## config.mk

```make
export PLATFORM = sky130hd
export DESIGN_NAME = functional_unit_slot_allocator_core_flat
export DESIGN_NICKNAME = d
export VERILOG_FILES = /design/src/sv/fusa_pkg.sv /design/src/sv/fusa_ifs.sv /design/src/sv/fusa_rem.sv /design/src/sv/fusa_dp.sv /design/src/sv/fusa_ctrl.sv /design/src/sv/functional_unit_slot_allocator_core.sv /design/src/flat_wrapper.sv
export SDC_FILE = /design/constraint.sdc
export NUM_CORES = 2
export LEC_CHECK = 0
export BUFFER_PORTS_ARGS = -buffer_cell sky130_fd_sc_hd__buf_2
export CORE_MARGIN = 1.5
export CORE_UTILIZATION = 58
export CTS_BUF_LIST = sky130_fd_sc_hd__clkbuf_16
export DETAILED_ROUTE_END_ITERATION = 6
export PLACE_DENSITY = 0.75
export SYNTH_ARGS = -nofsm -noshare
export SYNTH_HDL_FRONTEND = slang
export SYNTH_SLANG_ARGS = --single-unit
```

## constraint.sdc

```tcl
create_clock -name i_clk -period 11.6 [get_ports i_clk]
set_input_delay 0.58 -clock i_clk [delete_from_list [all_inputs] [get_ports i_clk]]
set_output_delay 0.58 -clock i_clk [all_outputs]
set_load 0.01 [all_outputs]
```

## src/sv/fusa_pkg.sv

```systemverilog
`timescale 1ns / 1ps
`default_nettype none

package fusa_pkg;

    // Widths fixed by the word formats
    localparam int MAX_UNITS_DEF = 8;
    localparam int TIME_W        = 32;
    localparam int OCC_W         = 8;
    localparam int UCNT_W        = 4;
    localparam int OP_W          = 2;
    localparam int CFG_IDX_W     = 2;
    localparam int CFG_DATA_W    = 8;

    // Request codes
    typedef enum logic [OP_W-1:0] {
        OP_GRANT    = 2'd0,
        OP_PEEK     = 2'd1,
        OP_OCCUPY   = 2'd2,
        OP_PEEK_ALT = 2'd3
    } t_op;

    // Configuration register indexes
    typedef enum logic [CFG_IDX_W-1:0] {
        CFG_UNIT_COUNT = 2'd0,
        CFG_OCCUPANCY  = 2'd1
    } t_cfg_reg;

    // Pool modes, chosen by unit count and occupancy
    typedef enum logic [2:0] {
        MODE_UNLIM = 3'd0,
        MODE_FULL1 = 3'd1,
        MODE_FULLN = 3'd2,
        MODE_OCC1  = 3'd3,
        MODE_OCCN  = 3'd4
    } t_mode;

    typedef enum logic [3:0] {
        ST_IDLE     = 4'd0,
        ST_DECODE   = 4'd1,
        ST_SCAN_RD  = 4'd2,
        ST_SCAN_EV  = 4'd3,
        ST_DIV_RD   = 4'd4,
        ST_DIV_GO   = 4'd5,
        ST_DIV_WAIT = 4'd6,
        ST_DIV_WR   = 4'd7,
        ST_FIN4     = 4'd8,
        ST_OUT      = 4'd9
    } t_state;

    // Controller to datapath
    typedef struct packed {
        logic load;      // latch the input word
        logic init;      // clear scan trackers and unit index
        logic simple;    // update in the decode state for the scalar modes
        logic scan_ev;   // evaluate one timer read
        logic div_go;    // start the remainder unit
        logic div_wr;    // write back an advanced time
        logic fin4;      // final timer update of the multi-unit path
        logic out_load;  // move the result into the output register
    } t_cmd;

    // Datapath to controller
    typedef struct packed {
        t_mode mode;
        t_op   op;
        logic  occ_active;  // now < until_time
        logic  idx_last;    // unit index at last unit of the pool
        logic  div_done;
        logic  out_free;
    } t_stat;

    // Saturating time add
    function automatic logic [TIME_W-1:0] sat_add(input logic [TIME_W-1:0] a,
                                                  input logic [OCC_W-1:0] b);
        logic [TIME_W:0] s;
        s = {1'b0, a} + {{(TIME_W + 1 - OCC_W){1'b0}}, b};
        return s[TIME_W] ? {TIME_W{1'b1}} : s[TIME_W-1:0];
    endfunction

endpackage

`default_nettype wire

```

## src/sv/fusa_ifs.sv

```systemverilog
`timescale 1ns / 1ps
`default_nettype none

// Request channel
interface fusa_in_if;
    logic        valid;
    logic        ready;
    logic [1:0]  op;
    logic [31:0] now;
    logic [31:0] until_time;
    logic        own_occupancy;
    logic [7:0]  request_occupancy;

    modport source (output valid, op, now, until_time, own_occupancy, request_occupancy,
                    input ready);
    modport sink   (input valid, op, now, until_time, own_occupancy, request_occupancy,
                    output ready);
endinterface

// Result channel
interface fusa_out_if;
    logic        valid;
    logic        ready;
    logic [31:0] slot;

    modport source (output valid, slot, input ready);
    modport sink   (input valid, slot, output ready);
endinterface

// Configuration write channel
interface fusa_cfg_if;
    logic       valid;
    logic       ready;
    logic [1:0] index;
    logic [7:0] data;

    modport source (output valid, index, data, input ready);
    modport sink   (input valid, index, data, output ready);
endinterface

`default_nettype wire

```

## src/sv/fusa_rem.sv

```systemverilog
`timescale 1ns / 1ps
`default_nettype none

// Bit-serial restoring remainder: 32-bit dividend by 8-bit divisor,
// one quotient bit per cycle.
module fusa_rem (
    input  wire logic                        i_clk,
    input  wire logic                        i_rst_n,
    input  wire logic                        i_start,
    input  wire logic [fusa_pkg::TIME_W-1:0] i_dividend,
    input  wire logic [fusa_pkg::OCC_W-1:0]  i_divisor,
    output logic                             o_done,
    output logic [fusa_pkg::OCC_W-1:0]       o_rem
);
    import fusa_pkg::*;

    localparam int CNT_W = $clog2(TIME_W + 1);

    logic              r_busy;
    logic [CNT_W-1:0]  r_cnt;
    logic [TIME_W-1:0] r_dvd;
    logic [OCC_W-1:0]  r_rem;
    logic [OCC_W:0]    w_trial;
    logic [OCC_W:0]    w_diff;

    // Shift in the next dividend bit and try to subtract
    assign w_trial = {r_rem, r_dvd[TIME_W-1]};
    assign w_diff  = w_trial - {1'b0, i_divisor};

    always_ff @(posedge i_clk) begin
        if (!i_rst_n) begin
            r_busy <= 1'b0;
            r_cnt  <= '0;
        end else if (i_start) begin
            r_busy <= 1'b1;
            r_cnt  <= CNT_W'(TIME_W);
        end else if (r_busy) begin
            r_cnt <= r_cnt - CNT_W'(1);
            if (r_cnt == CNT_W'(1)) begin
                r_busy <= 1'b0;
            end
        end
    end

    always_ff @(posedge i_clk) begin
        if (i_start) begin
            r_dvd <= i_dividend;
            r_rem <= '0;
        end else if (r_busy) begin
            r_dvd <= {r_dvd[TIME_W-2:0], 1'b0};
            r_rem <= (w_trial >= {1'b0, i_divisor}) ? w_diff[OCC_W-1:0]
                                                    : w_trial[OCC_W-1:0];
        end
    end

    assign o_done = !r_busy;
    assign o_rem  = r_rem;

endmodule

`default_nettype wire

```

## src/sv/fusa_dp.sv

```systemverilog
`timescale 1ns / 1ps
`default_nettype none

// Allocator datapath: config registers, scalar slot state, busy-until timer
// memory, scan trackers, remainder unit and output register.
module fusa_dp #(
    parameter int MAX_UNITS = fusa_pkg::MAX_UNITS_DEF
) (
    input  wire logic                            i_clk,
    input  wire logic                            i_rst_n,
    input  wire logic                            i_cfg_we,
    input  wire logic [fusa_pkg::CFG_IDX_W-1:0]  i_cfg_index,
    input  wire logic [fusa_pkg::CFG_DATA_W-1:0] i_cfg_data,
    input  wire logic [fusa_pkg::OP_W-1:0]       i_op,
    input  wire logic [fusa_pkg::TIME_W-1:0]     i_now,
    input  wire logic [fusa_pkg::TIME_W-1:0]     i_until_time,
    input  wire logic                            i_own_occupancy,
    input  wire logic [fusa_pkg::OCC_W-1:0]      i_request_occupancy,
    input  wire fusa_pkg::t_cmd                  i_cmd,
    output fusa_pkg::t_stat                      o_stat,
    input  wire logic                            i_out_ready,
    output logic                                 o_out_valid,
    output logic [fusa_pkg::TIME_W-1:0]          o_out_slot
);
    import fusa_pkg::*;

    localparam int IW   = (MAX_UNITS > 1) ? $clog2(MAX_UNITS) : 1;
    localparam int CW   = (IW > UCNT_W) ? IW : UCNT_W;
    localparam int UCAP = (MAX_UNITS < 15) ? MAX_UNITS : 15;

    function automatic logic [UCNT_W-1:0] cap_units(input logic [UCNT_W-1:0] u);
        return (u > UCNT_W'(UCAP)) ? UCNT_W'(UCAP) : u;
    endfunction

    // Architectural state
    logic [UCNT_W-1:0] r_ucount;
    logic [OCC_W-1:0]  r_occ;
    logic [TIME_W-1:0] r_last;
    logic [UCNT_W-1:0] r_free;
    logic [TIME_W-1:0] r_mem [MAX_UNITS];
    logic [MAX_UNITS-1:0] r_bv;
    logic [TIME_W-1:0] r_q;
    logic              r_qv;

    // Current word and work registers
    t_op               r_op;
    logic [TIME_W-1:0] r_now;
    logic [TIME_W-1:0] r_until;
    logic [OCC_W-1:0]  r_gocc;
    logic [IW-1:0]     r_idx;
    logic              r_found;
    logic [IW-1:0]     r_fidx;
    logic [TIME_W-1:0] r_minv;
    logic [IW-1:0]     r_midx;
    logic [TIME_W-1:0] r_base;
    logic [TIME_W-1:0] r_res;
    logic              r_ovalid;
    logic [TIME_W-1:0] r_oslot;

    logic [UCNT_W-1:0] w_n;
    t_mode             w_mode;
    logic [TIME_W-1:0] w_rd;
    logic [TIME_W-1:0] w_src;
    logic [TIME_W-1:0] w_base;
    logic [TIME_W-1:0] w_dvd;
    logic              w_div_done;
    logic [OCC_W-1:0]  w_rem;
    logic [TIME_W-1:0] w_adv;
    logic [TIME_W-1:0] w_g1;
    logic [TIME_W-1:0] w_fn_last;
    logic [UCNT_W-1:0] w_fn_free;
    logic [TIME_W-1:0] w_s_res;
    logic              w_s_wr;
    logic [TIME_W-1:0] n_last;
    logic [UCNT_W-1:0] n_free;
    logic              w_we;
    logic [IW-1:0]     w_wa;
    logic [TIME_W-1:0] w_wd;
    logic [TIME_W-1:0] w_f_res;
    logic              w_cfg_hit;

    // Mode decode
    assign w_n = cap_units(r_ucount);
    always_comb begin
        if (w_n == '0 || r_occ == '0) begin
            w_mode = MODE_UNLIM;
        end else if (r_occ == OCC_W'(1)) begin
            w_mode = (w_n == UCNT_W'(1)) ? MODE_FULL1 : MODE_FULLN;
        end else begin
            w_mode = (w_n == UCNT_W'(1)) ? MODE_OCC1 : MODE_OCCN;
        end
    end

    // Timer read data; never-written timers read as zero
    assign w_rd = r_qv ? r_q : '0;

    // Start point of an occupy advance and distance to the target
    assign w_src  = (w_mode == MODE_OCCN) ? w_rd : r_last;
    assign w_base = (w_src < r_now) ? r_now : w_src;
    assign w_dvd  = (w_base < r_until) ? (r_until - w_base) : '0;

    fusa_rem u_rem (
        .i_clk      (i_clk),
        .i_rst_n    (i_rst_n),
        .i_start    (i_cmd.div_go),
        .i_dividend (w_dvd),
        .i_divisor  (r_occ),
        .o_done     (w_div_done),
        .o_rem      (w_rem)
    );

    // First base + k*occ at or past until_time, from the remainder
    always_comb begin
        if (r_base >= r_until) begin
            w_adv = r_base;
        end else if (w_rem == '0) begin
            w_adv = r_until;
        end else begin
            w_adv = sat_add(r_until, r_occ - w_rem);
        end
    end

    // Fully pipelined N-unit grant
    assign w_g1 = (r_last < r_now) ? r_now : r_last;
    always_comb begin
        if (r_last < r_now) begin
            w_fn_last = r_now;
            w_fn_free = w_n - UCNT_W'(1);
        end else if (r_free != '0) begin
            w_fn_last = r_last;
            w_fn_free = r_free - UCNT_W'(1);
        end else begin
            w_fn_last = sat_add(r_last, OCC_W'(1));
            w_fn_free = w_n - UCNT_W'(1);
        end
    end

    // Scalar modes, done in the decode state
    always_comb begin
        w_s_res = r_now;
        w_s_wr  = 1'b0;
        n_last  = r_last;
        n_free  = r_free;
        case (w_mode)
            MODE_FULL1, MODE_OCC1: begin
                if (r_op == OP_GRANT) begin
                    w_s_res = w_g1;
                    w_s_wr  = 1'b1;
                    n_last  = sat_add(w_g1, r_occ);
                end else if (r_op != OP_OCCUPY) begin
                    w_s_res = w_g1;
                end
            end
            MODE_FULLN: begin
                if (r_op == OP_GRANT) begin
                    w_s_res = w_fn_last;
                    w_s_wr  = 1'b1;
                    n_last  = w_fn_last;
                    n_free  = w_fn_free;
                end else if (r_op == OP_OCCUPY) begin
                    if (r_now < r_until) begin
                        w_s_wr = 1'b1;
                        if (w_fn_last >= r_until) begin
                            w_s_res = w_fn_last;
                            n_last  = w_fn_last;
                            n_free  = w_fn_free;
                        end else begin
                            w_s_res = r_until;
                            n_last  = r_until;
                            n_free  = w_n - UCNT_W'(1);
                        end
                    end
                end else begin
                    w_s_res = (r_last < r_now) ? r_now
                            : sat_add(r_last, {{(OCC_W-1){1'b0}}, r_free == '0});
                end
            end
            default: begin
                w_s_res = r_now;
            end
        endcase
    end

    // Final step of the multi-unit path
    always_comb begin
        w_f_res = r_minv;
        w_we    = 1'b0;
        w_wa    = r_idx;
        w_wd    = w_adv;
        if (i_cmd.div_wr && w_mode == MODE_OCCN) begin
            w_we = 1'b1;
        end else if (i_cmd.fin4) begin
            case (r_op)
                OP_OCCUPY: begin
                    w_we = 1'b1;
                    w_wa = r_midx;
                    w_wd = sat_add(r_minv, r_occ);
                end
                OP_GRANT: begin
                    w_we = 1'b1;
                    if (r_found) begin
                        w_wa    = r_fidx;
                        w_wd    = sat_add(r_now, r_gocc);
                        w_f_res = r_now;
                    end else begin
                        w_wa = r_midx;
                        w_wd = sat_add(r_minv, r_gocc);
                    end
                end
                default: begin
                    w_f_res = (r_minv < r_now) ? r_now : r_minv;
                end
            endcase
        end
    end

    assign w_cfg_hit = i_cfg_we && (i_cfg_index == CFG_UNIT_COUNT ||
                                    i_cfg_index == CFG_OCCUPANCY);

    // Timer memory, registered read at the unit index
    always_ff @(posedge i_clk) begin
        if (w_we) begin
            r_mem[w_wa] <= w_wd;
        end
        r_q <= r_mem[r_idx];
    end

    // Control and architectural state
    always_ff @(posedge i_clk) begin
        if (!i_rst_n) begin
            r_ucount <= UCNT_W'(1);
            r_occ    <= OCC_W'(1);
            r_last   <= '0;
            r_free   <= cap_units(UCNT_W'(1));
            r_bv     <= '0;
            r_qv     <= 1'b0;
            r_ovalid <= 1'b0;
        end else begin
            r_qv <= r_bv[r_idx];
            if (w_we) begin
                r_bv[w_wa] <= 1'b1;
            end
            if ((i_cmd.simple && w_s_wr) ||
                (i_cmd.div_wr && w_mode != MODE_OCCN)) begin
                r_last <= i_cmd.simple ? n_last : sat_add(w_adv, r_occ);
            end
            if (i_cmd.simple && w_s_wr) begin
                r_free <= n_free;
            end
            if (i_cmd.out_load) begin
                r_ovalid <= 1'b1;
            end else if (i_out_ready) begin
                r_ovalid <= 1'b0;
            end
            // A register write rebuilds the pool
            if (w_cfg_hit) begin
                r_last <= '0;
                r_bv   <= '0;
                if (i_cfg_index == CFG_UNIT_COUNT) begin
                    r_ucount <= i_cfg_data[UCNT_W-1:0];
                    r_free   <= cap_units(i_cfg_data[UCNT_W-1:0]);
                end else begin
                    r_occ  <= i_cfg_data[OCC_W-1:0];
                    r_free <= cap_units(r_ucount);
                end
            end
        end
    end

    // Work registers
    always_ff @(posedge i_clk) begin
        if (i_cmd.load) begin
            r_op    <= t_op'(i_op);
            r_now   <= i_now;
            r_until <= i_until_time;
            r_gocc  <= i_own_occupancy ? i_request_occupancy : r_occ;
        end
        if (i_cmd.init) begin
            r_idx   <= '0;
            r_found <= 1'b0;
        end
        if (i_cmd.simple) begin
            r_res <= w_s_res;
        end
        if (i_cmd.div_go) begin
            r_base <= w_base;
        end
        // Timer scan: first expired unit and lowest-index minimum
        if (i_cmd.scan_ev) begin
            if (!r_found && w_rd < r_now) begin
                r_found <= 1'b1;
                r_fidx  <= r_idx;
            end
            if (r_idx == '0 || w_rd < r_minv) begin
                r_minv <= w_rd;
                r_midx <= r_idx;
            end
            r_idx <= r_idx + IW'(1);
        end
        if (i_cmd.div_wr) begin
            if (w_mode == MODE_OCCN) begin
                if (r_idx == '0 || w_adv < r_minv) begin
                    r_minv <= w_adv;
                    r_midx <= r_idx;
                end
                r_idx <= r_idx + IW'(1);
            end else begin
                r_res <= w_adv;
            end
        end
        if (i_cmd.fin4) begin
            r_res <= w_f_res;
        end
        if (i_cmd.out_load) begin
            r_oslot <= r_res;
        end
    end

    assign o_stat.mode       = w_mode;
    assign o_stat.op         = r_op;
    assign o_stat.occ_active = (r_now < r_until);
    assign o_stat.idx_last   = (CW'(r_idx) == CW'(w_n - UCNT_W'(1)));
    assign o_stat.div_done   = w_div_done;
    assign o_stat.out_free   = !r_ovalid || i_out_ready;

    assign o_out_valid = r_ovalid;
    assign o_out_slot  = r_oslot;

endmodule

`default_nettype wire

```

## src/sv/fusa_ctrl.sv

```systemverilog
`timescale 1ns / 1ps
`default_nettype none

// Allocator sequencer: one request word at a time
module fusa_ctrl (
    input  wire logic            i_clk,
    input  wire logic            i_rst_n,
    input  wire logic            i_in_valid,
    output logic                 o_in_ready,
    input  wire fusa_pkg::t_stat i_stat,
    output fusa_pkg::t_cmd       o_cmd
);
    import fusa_pkg::*;

    t_state r_state;
    t_state n_state;
    logic   w_scan;
    logic   w_multi_occ;
    logic   w_single_occ;
    logic   w_simple;

    // Path selection after decode
    assign w_scan       = (i_stat.mode == MODE_OCCN) && (i_stat.op != OP_OCCUPY);
    assign w_multi_occ  = (i_stat.mode == MODE_OCCN) && (i_stat.op == OP_OCCUPY) &&
                          i_stat.occ_active;
    assign w_single_occ = (i_stat.mode == MODE_FULL1 || i_stat.mode == MODE_OCC1) &&
                          (i_stat.op == OP_OCCUPY) && i_stat.occ_active;
    assign w_simple     = !w_scan && !w_multi_occ && !w_single_occ;

    always_ff @(posedge i_clk) begin
        if (!i_rst_n) begin
            r_state <= ST_IDLE;
        end else begin
            r_state <= n_state;
        end
    end

    // Next state
    always_comb begin
        n_state = r_state;
        case (r_state)
            ST_IDLE: begin
                if (i_in_valid) n_state = ST_DECODE;
            end
            ST_DECODE: begin
                if (w_scan) begin
                    n_state = ST_SCAN_RD;
                end else if (w_multi_occ) begin
                    n_state = ST_DIV_RD;
                end else if (w_single_occ) begin
                    n_state = ST_DIV_GO;
                end else begin
                    n_state = ST_OUT;
                end
            end
            ST_SCAN_RD:  n_state = ST_SCAN_EV;
            ST_SCAN_EV:  n_state = i_stat.idx_last ? ST_FIN4 : ST_SCAN_RD;
            ST_DIV_RD:   n_state = ST_DIV_GO;
            ST_DIV_GO:   n_state = ST_DIV_WAIT;
            ST_DIV_WAIT: begin
                if (i_stat.div_done) n_state = ST_DIV_WR;
            end
            ST_DIV_WR: begin
                if (i_stat.mode != MODE_OCCN) begin
                    n_state = ST_OUT;
                end else if (i_stat.idx_last) begin
                    n_state = ST_FIN4;
                end else begin
                    n_state = ST_DIV_RD;
                end
            end
            ST_FIN4:     n_state = ST_OUT;
            ST_OUT: begin
                if (i_stat.out_free) n_state = ST_IDLE;
            end
            default:     n_state = ST_IDLE;
        endcase
    end

    // Commands
    always_comb begin
        o_cmd      = '0;
        o_in_ready = 1'b0;
        case (r_state)
            ST_IDLE: begin
                o_in_ready = 1'b1;
                o_cmd.load = i_in_valid;
            end
            ST_DECODE: begin
                o_cmd.init   = 1'b1;
                o_cmd.simple = w_simple;
            end
            ST_SCAN_EV: o_cmd.scan_ev  = 1'b1;
            ST_DIV_GO:  o_cmd.div_go   = 1'b1;
            ST_DIV_WR:  o_cmd.div_wr   = 1'b1;
            ST_FIN4:    o_cmd.fin4     = 1'b1;
            ST_OUT:     o_cmd.out_load = i_stat.out_free;
            default: begin
                o_cmd = '0;
            end
        endcase
    end

endmodule

`default_nettype wire

```

## src/sv/functional_unit_slot_allocator_core.sv

```systemverilog
`timescale 1ns / 1ps
`default_nettype none

// Channel  Dir  Handshake      Payload
// i_in     in   valid/ready    op, now, until_time, own_occupancy, request_occupancy
// o_out    out  valid/ready    slot
// i_cfg    in   valid/ready    index (0 unit_count, 1 occupancy), data
//
// One request word at a time. Unlimited, single-unit and fully pipelined N-unit
// requests pass through accept, decode and output, except an active occupy-until
// with one unit. Multi-unit grant/peek scans the timer memory, a read and an
// evaluate per unit. An active occupy-until with one unit or with unit timers
// runs the bit-serial remainder unit once per timer. Synchronous reset; timers
// carry valid bits, so there is no clearing pass. A finished result waits in the
// output register while the next request word is accepted and worked on; a full
// output register holds the sequencer in its output state.
module functional_unit_slot_allocator_core #(
    parameter int MAX_UNITS = fusa_pkg::MAX_UNITS_DEF
) (
    input  wire logic   i_clk,
    input  wire logic   i_rst_n,
    fusa_in_if.sink     i_in,
    fusa_out_if.source  o_out,
    fusa_cfg_if.sink    i_cfg
);
    import fusa_pkg::*;

    t_cmd  w_cmd;
    t_stat w_stat;
    logic  w_in_ready;

    assign i_in.ready  = w_in_ready;
    assign i_cfg.ready = 1'b1;

    fusa_ctrl u_ctrl (
        .i_clk      (i_clk),
        .i_rst_n    (i_rst_n),
        .i_in_valid (i_in.valid),
        .o_in_ready (w_in_ready),
        .i_stat     (w_stat),
        .o_cmd      (w_cmd)
    );

    fusa_dp #(
        .MAX_UNITS (MAX_UNITS)
    ) u_dp (
        .i_clk               (i_clk),
        .i_rst_n             (i_rst_n),
        .i_cfg_we            (i_cfg.valid),
        .i_cfg_index         (i_cfg.index),
        .i_cfg_data          (i_cfg.data),
        .i_op                (i_in.op),
        .i_now               (i_in.now),
        .i_until_time        (i_in.until_time),
        .i_own_occupancy     (i_in.own_occupancy),
        .i_request_occupancy (i_in.request_occupancy),
        .i_cmd               (w_cmd),
        .o_stat              (w_stat),
        .i_out_ready         (o_out.ready),
        .o_out_valid         (o_out.valid),
        .o_out_slot          (o_out.slot)
    );

    // One word in flight: no new request right after an accept
    a_one_in_flight: assert property (@(posedge i_clk) disable iff (!i_rst_n)
        (i_in.valid && i_in.ready) |=> !i_in.ready)
        else $error("request accepted while previous word still in work");

    // Output register only reloaded when empty or being drained
    a_out_no_overwrite: assert property (@(posedge i_clk) disable iff (!i_rst_n)
        w_cmd.out_load |-> (!o_out.valid || o_out.ready))
        else $error("result register overwritten");

    // Remainder unit started only when idle
    a_div_idle_start: assert property (@(posedge i_clk) disable iff (!i_rst_n)
        w_cmd.div_go |-> w_stat.div_done)
        else $error("remainder unit restarted while busy");

    // Remainder unit is busy the cycle after a start
    a_div_busy: assert property (@(posedge i_clk) disable iff (!i_rst_n)
        w_cmd.div_go |=> !w_stat.div_done)
        else $error("remainder unit did not start");

endmodule

`default_nettype wire
```

## src/flat_wrapper.sv

```systemverilog
// flat-port wrapper written by rule: the top's interface ports become plain ports
module functional_unit_slot_allocator_core_flat import fusa_pkg::*;
#(
    parameter int MAX_UNITS = fusa_pkg::MAX_UNITS_DEF
)
  (i_clk, i_rst_n, i_in_valid, i_in_op, i_in_now, i_in_until_time, i_in_own_occupancy, i_in_request_occupancy, i_in_ready, o_out_valid, o_out_slot, o_out_ready, i_cfg_valid, i_cfg_index, i_cfg_data, i_cfg_ready);
  fusa_in_if i_in_i ();
  fusa_out_if o_out_i ();
  fusa_cfg_if i_cfg_i ();
  input  wire logic i_clk;
  input  wire logic i_rst_n;
  input wire logic [$bits(i_in_i.valid)-1:0] i_in_valid;
  input wire logic [$bits(i_in_i.op)-1:0] i_in_op;
  input wire logic [$bits(i_in_i.now)-1:0] i_in_now;
  input wire logic [$bits(i_in_i.until_time)-1:0] i_in_until_time;
  input wire logic [$bits(i_in_i.own_occupancy)-1:0] i_in_own_occupancy;
  input wire logic [$bits(i_in_i.request_occupancy)-1:0] i_in_request_occupancy;
  output wire logic [$bits(i_in_i.ready)-1:0] i_in_ready;
  output wire logic [$bits(o_out_i.valid)-1:0] o_out_valid;
  output wire logic [$bits(o_out_i.slot)-1:0] o_out_slot;
  input wire logic [$bits(o_out_i.ready)-1:0] o_out_ready;
  input wire logic [$bits(i_cfg_i.valid)-1:0] i_cfg_valid;
  input wire logic [$bits(i_cfg_i.index)-1:0] i_cfg_index;
  input wire logic [$bits(i_cfg_i.data)-1:0] i_cfg_data;
  output wire logic [$bits(i_cfg_i.ready)-1:0] i_cfg_ready;
  assign i_in_i.valid = i_in_valid;
  assign i_in_i.op = i_in_op;
  assign i_in_i.now = i_in_now;
  assign i_in_i.until_time = i_in_until_time;
  assign i_in_i.own_occupancy = i_in_own_occupancy;
  assign i_in_i.request_occupancy = i_in_request_occupancy;
  assign i_in_ready = i_in_i.ready;
  assign o_out_valid = o_out_i.valid;
  assign o_out_slot = o_out_i.slot;
  assign o_out_i.ready = o_out_ready;
  assign i_cfg_i.valid = i_cfg_valid;
  assign i_cfg_i.index = i_cfg_index;
  assign i_cfg_i.data = i_cfg_data;
  assign i_cfg_ready = i_cfg_i.ready;
  functional_unit_slot_allocator_core #(.MAX_UNITS(MAX_UNITS)) u_core (.i_clk(i_clk), .i_rst_n(i_rst_n), .i_in(i_in_i), .o_out(o_out_i), .i_cfg(i_cfg_i));
endmodule
```

==> results.toml <==
[outcome]
outcome = "finished, violations left"
failed_checks = "DRC"

[timing]
clock_skew_ps = 58.8
finalSetupTns_ps = 0
setup_viol = 0
tightestPinTransition_ps = 1420
max_freq_ghz = 0.108
min_period_over_period_pct = 79.9
drv_slew = 0
min_period_ps = 9260
max-slew-margin-rel_pct = 5.30
rsz0062_at_grt = "no"
hold_viol = 0

[power_and_ir_drop]
power.static_leakage_uw = 0.0188
peakVddDrop_uv = 360
finalPower_uw = 8100
power_density_nw_per_um2 = 168

[synthesis]
ys_types = 112
yosysWarnings = 0
ys.flop_type = "edfxtp_1"
async_flop_share_pct = 0
syn_inst = 4599
synth-edff-count = 429
ys_seq_area_share_pct = 37.5
synth_area_um2 = 43900
synth.avg_cell_area_um2 = 9.55
synth_nets = 5069
ys_ff_latch = 609

[worst_setup_path]
cp.arrival_ps = 9590
cp_max_fo = 46
startpoint_type = "register"
critPathRequiredTime_ps = 11920
max_stage_delay_ps = 790
path_class = "register to register"
cpMaxStageDelayCell = "o311ai_0"
cp-end-kind = "register"

[global_route]
grt_pass1_vias = 37333
use_met2_pct = 63.9
grtUsageMet1_pct = 57.3
grt_max_degree = 67
grt.overflow.total = 0
grtUsageMet3_pct = 12.8
busiest_layer = "met2"
grt_pass1_wl_um = 251000
grt_antenna_before_repair = 13
grt_usage_pct = 44.0

[clock_network]
cts_tree = "built"
root_buffer = "clkbuf_16"
cts_max_path_buffers = 3
clkSinkCount = 609
post_cts_resized = 0
cts_made_buffers = 68
clock_latency_ps = 680
path_clk_slew_ps = 70
h-tree-depth = 3
ctsHoldBuffers = 0
post_cts_buffers = 0

[final_layout]
finalNonFillerCells = 5681
multi_input_area_um2 = 25600
seqCellArea_um2 = 16500
nNetsFinal = 5123
final_area_um2 = 48100
syn_to_final_growth_pct = 9.49
fillers = 6118
drive_above_1_share_pct = 12.3

[worst_hold_path]
hp-class = "primary input to register"

[placement]
port_buffers = 123
dp_cells = 5552
globalplace.congestion = 1.11
dpl_cell_area_um2 = 45800
dpl.hpwl_um = 129000

[routing]
drc_errors = 24
viasPerCell = 6.99
first_pass_iters = 7
routed_wl_um = 172000
postRouteAntennaNets = 0
first_iter_violations = 5892
wire_per_inst_um = 30.3
vias = 39685

[floorplan]
std_cell_rows = 100
start_util_pct = 58.8
die_y_um = 278
io_pins = 125
fp.coreArea_um2 = 74700
fp.dieArea_um2 = 77400
die_x_um = 278

[flow_run]
maxCapViolations = 0
## routing by layer
metal | vias to the layer above | routed length [um]
met5 | - | 131
met3 | 697 | 21600
met4 | 16 | 13500
met1 | 18817 | 65400
met2 | 2742 | 71800
li1 | 17413 | -
## flip-flops by register name (all words and copies together) (netlist names), 32 cells and up
signal and count:
u_core.u_dp.r_mem 256, u_core.u_dp.o_out_slot 32, u_core.u_dp.r_base 32, u_core.u_dp.r_last 32, u_core.u_dp.r_minv 32, u_core.u_dp.r_now 32
u_core.u_dp.r_q 32, u_core.u_dp.r_res 32, u_core.u_dp.r_until 32, u_core.u_dp.u_rem.r_dvd 32
## report_power, final
group	internal [uW]	switching, uW
registers	2630	241
clock network	1230	988
logic	1060	1950
total	4920	3180
## cells by family after synthesis
group / synth area share (%)
AO/OA/AOI/OAI: 19.9
XOR/XNOR: 4.92
adder cells (fa/ha/maj): 11.1
buffers and inverters: 4.59
flip-flops: 37.5
multiplexers: 8.26
other: 0.00854
AND/OR/NAND/NOR: 13.6
## layout make-up
type / instances / area share [%]
Multi-Input combinational cell: 3469 / 53.2
Tap cell: 969 / 2.52
Timing Repair Buffer: 245 / 3.18
Clock buffer: 71 / 3.69
Antenna cell: 4 / 0.0208
Clock inverter: 54 / 1.04
Inverter: 260 / 2.03
Sequential cell: 609 / 34.3
## path summary, 6_finish.rpt
path,depth (start not counted),startpoint,endpoint,slack [ps]
max,28,u_core.u_dp.r_occ[4],u_core.u_dp.u_rem.r_dvd[26],2340
min reg2reg,0,u_core.u_dp.r_res[24],u_core.u_dp.o_out_slot[24],440
min,1,i_in_until_time[9],u_core.u_dp.r_until[9],80
max reg2reg,28,u_core.u_dp.r_occ[4],u_core.u_dp.u_rem.r_dvd[26],2340
## placed cells by master, fill, tap and decap left out, types with 78 or more instances in the layout
cell and count:
o21ai_0 250, nor2_1 288, nand2_1 358, a21o_1 124, inv_1 259, mux2i_1 131
ha_1 372, edfxtp_1 429, nand3_1 124, nor3_1 78, nand4_1 85, buf_4 122
dfxtp_1 177, a21oi_1 367, buf_2 123, xnor2_1 194
## synth_stat cells (11+ instances only)
cell type	number	area (um^2)
and2_1	52	325
a22o_1	12	105
inv_1	248	931
mux4_2	66	1490
a21oi_1	370	1850
mux2i_1	131	1310
buf_2	15	75.1
a211o_1	16	140
ha_1	372	4650
o21a_1	42	315
o221ai_1	26	228
or2_2	11	68.8
xor2_1	53	464
and3_1	33	206
a221o_1	11	110
a31oi_1	43	269
or3_1	18	113
o21ai_1	11	55.1
nor2b_1	51	319
nand3_1	124	621
a22oi_1	30	225
a221oi_1	70	613
o22ai_1	54	338
nor3_1	78	390
a21o_1	125	938
edfxtp_1	429	12900
mux2_2	74	833
buf_1	30	113
o211ai_1	48	360
dfxtp_1	180	3600
xnor2_1	194	1700
nor4_1	26	163
nor2_1	301	1130
nand2_1	360	1350
and4_1	12	105
o21ai_0	250	1250
nand2b_1	49	307
nand4_1	85	532
a32o_1	12	120
o21bai_1	23	173
clkbuf_1	208	781
a211oi_1	40	300
## critical path: cells and delay by family, from the launching register on
family	cells	cell delay [ps]
flops	1	420
mux	1	420
fa+ha+maj	3	1020
compound gates	13	3040
simple gates	10	3930
buf+inv	1	50
## through the flow
stage	utilization (%)	hold slack, ps	setup slack [ps]
6_report	64.4	82.6	2340
5_1_grt	64.4	77.9	1800
4_1_cts	64.4	88.6	2640
3_5_place_dp	61.3	427	2720
3_3_place_gp	61.3	415	2910
2_1_floorplan	-	400	3630
No activity file was read; power rests on OpenSTA's default activity.
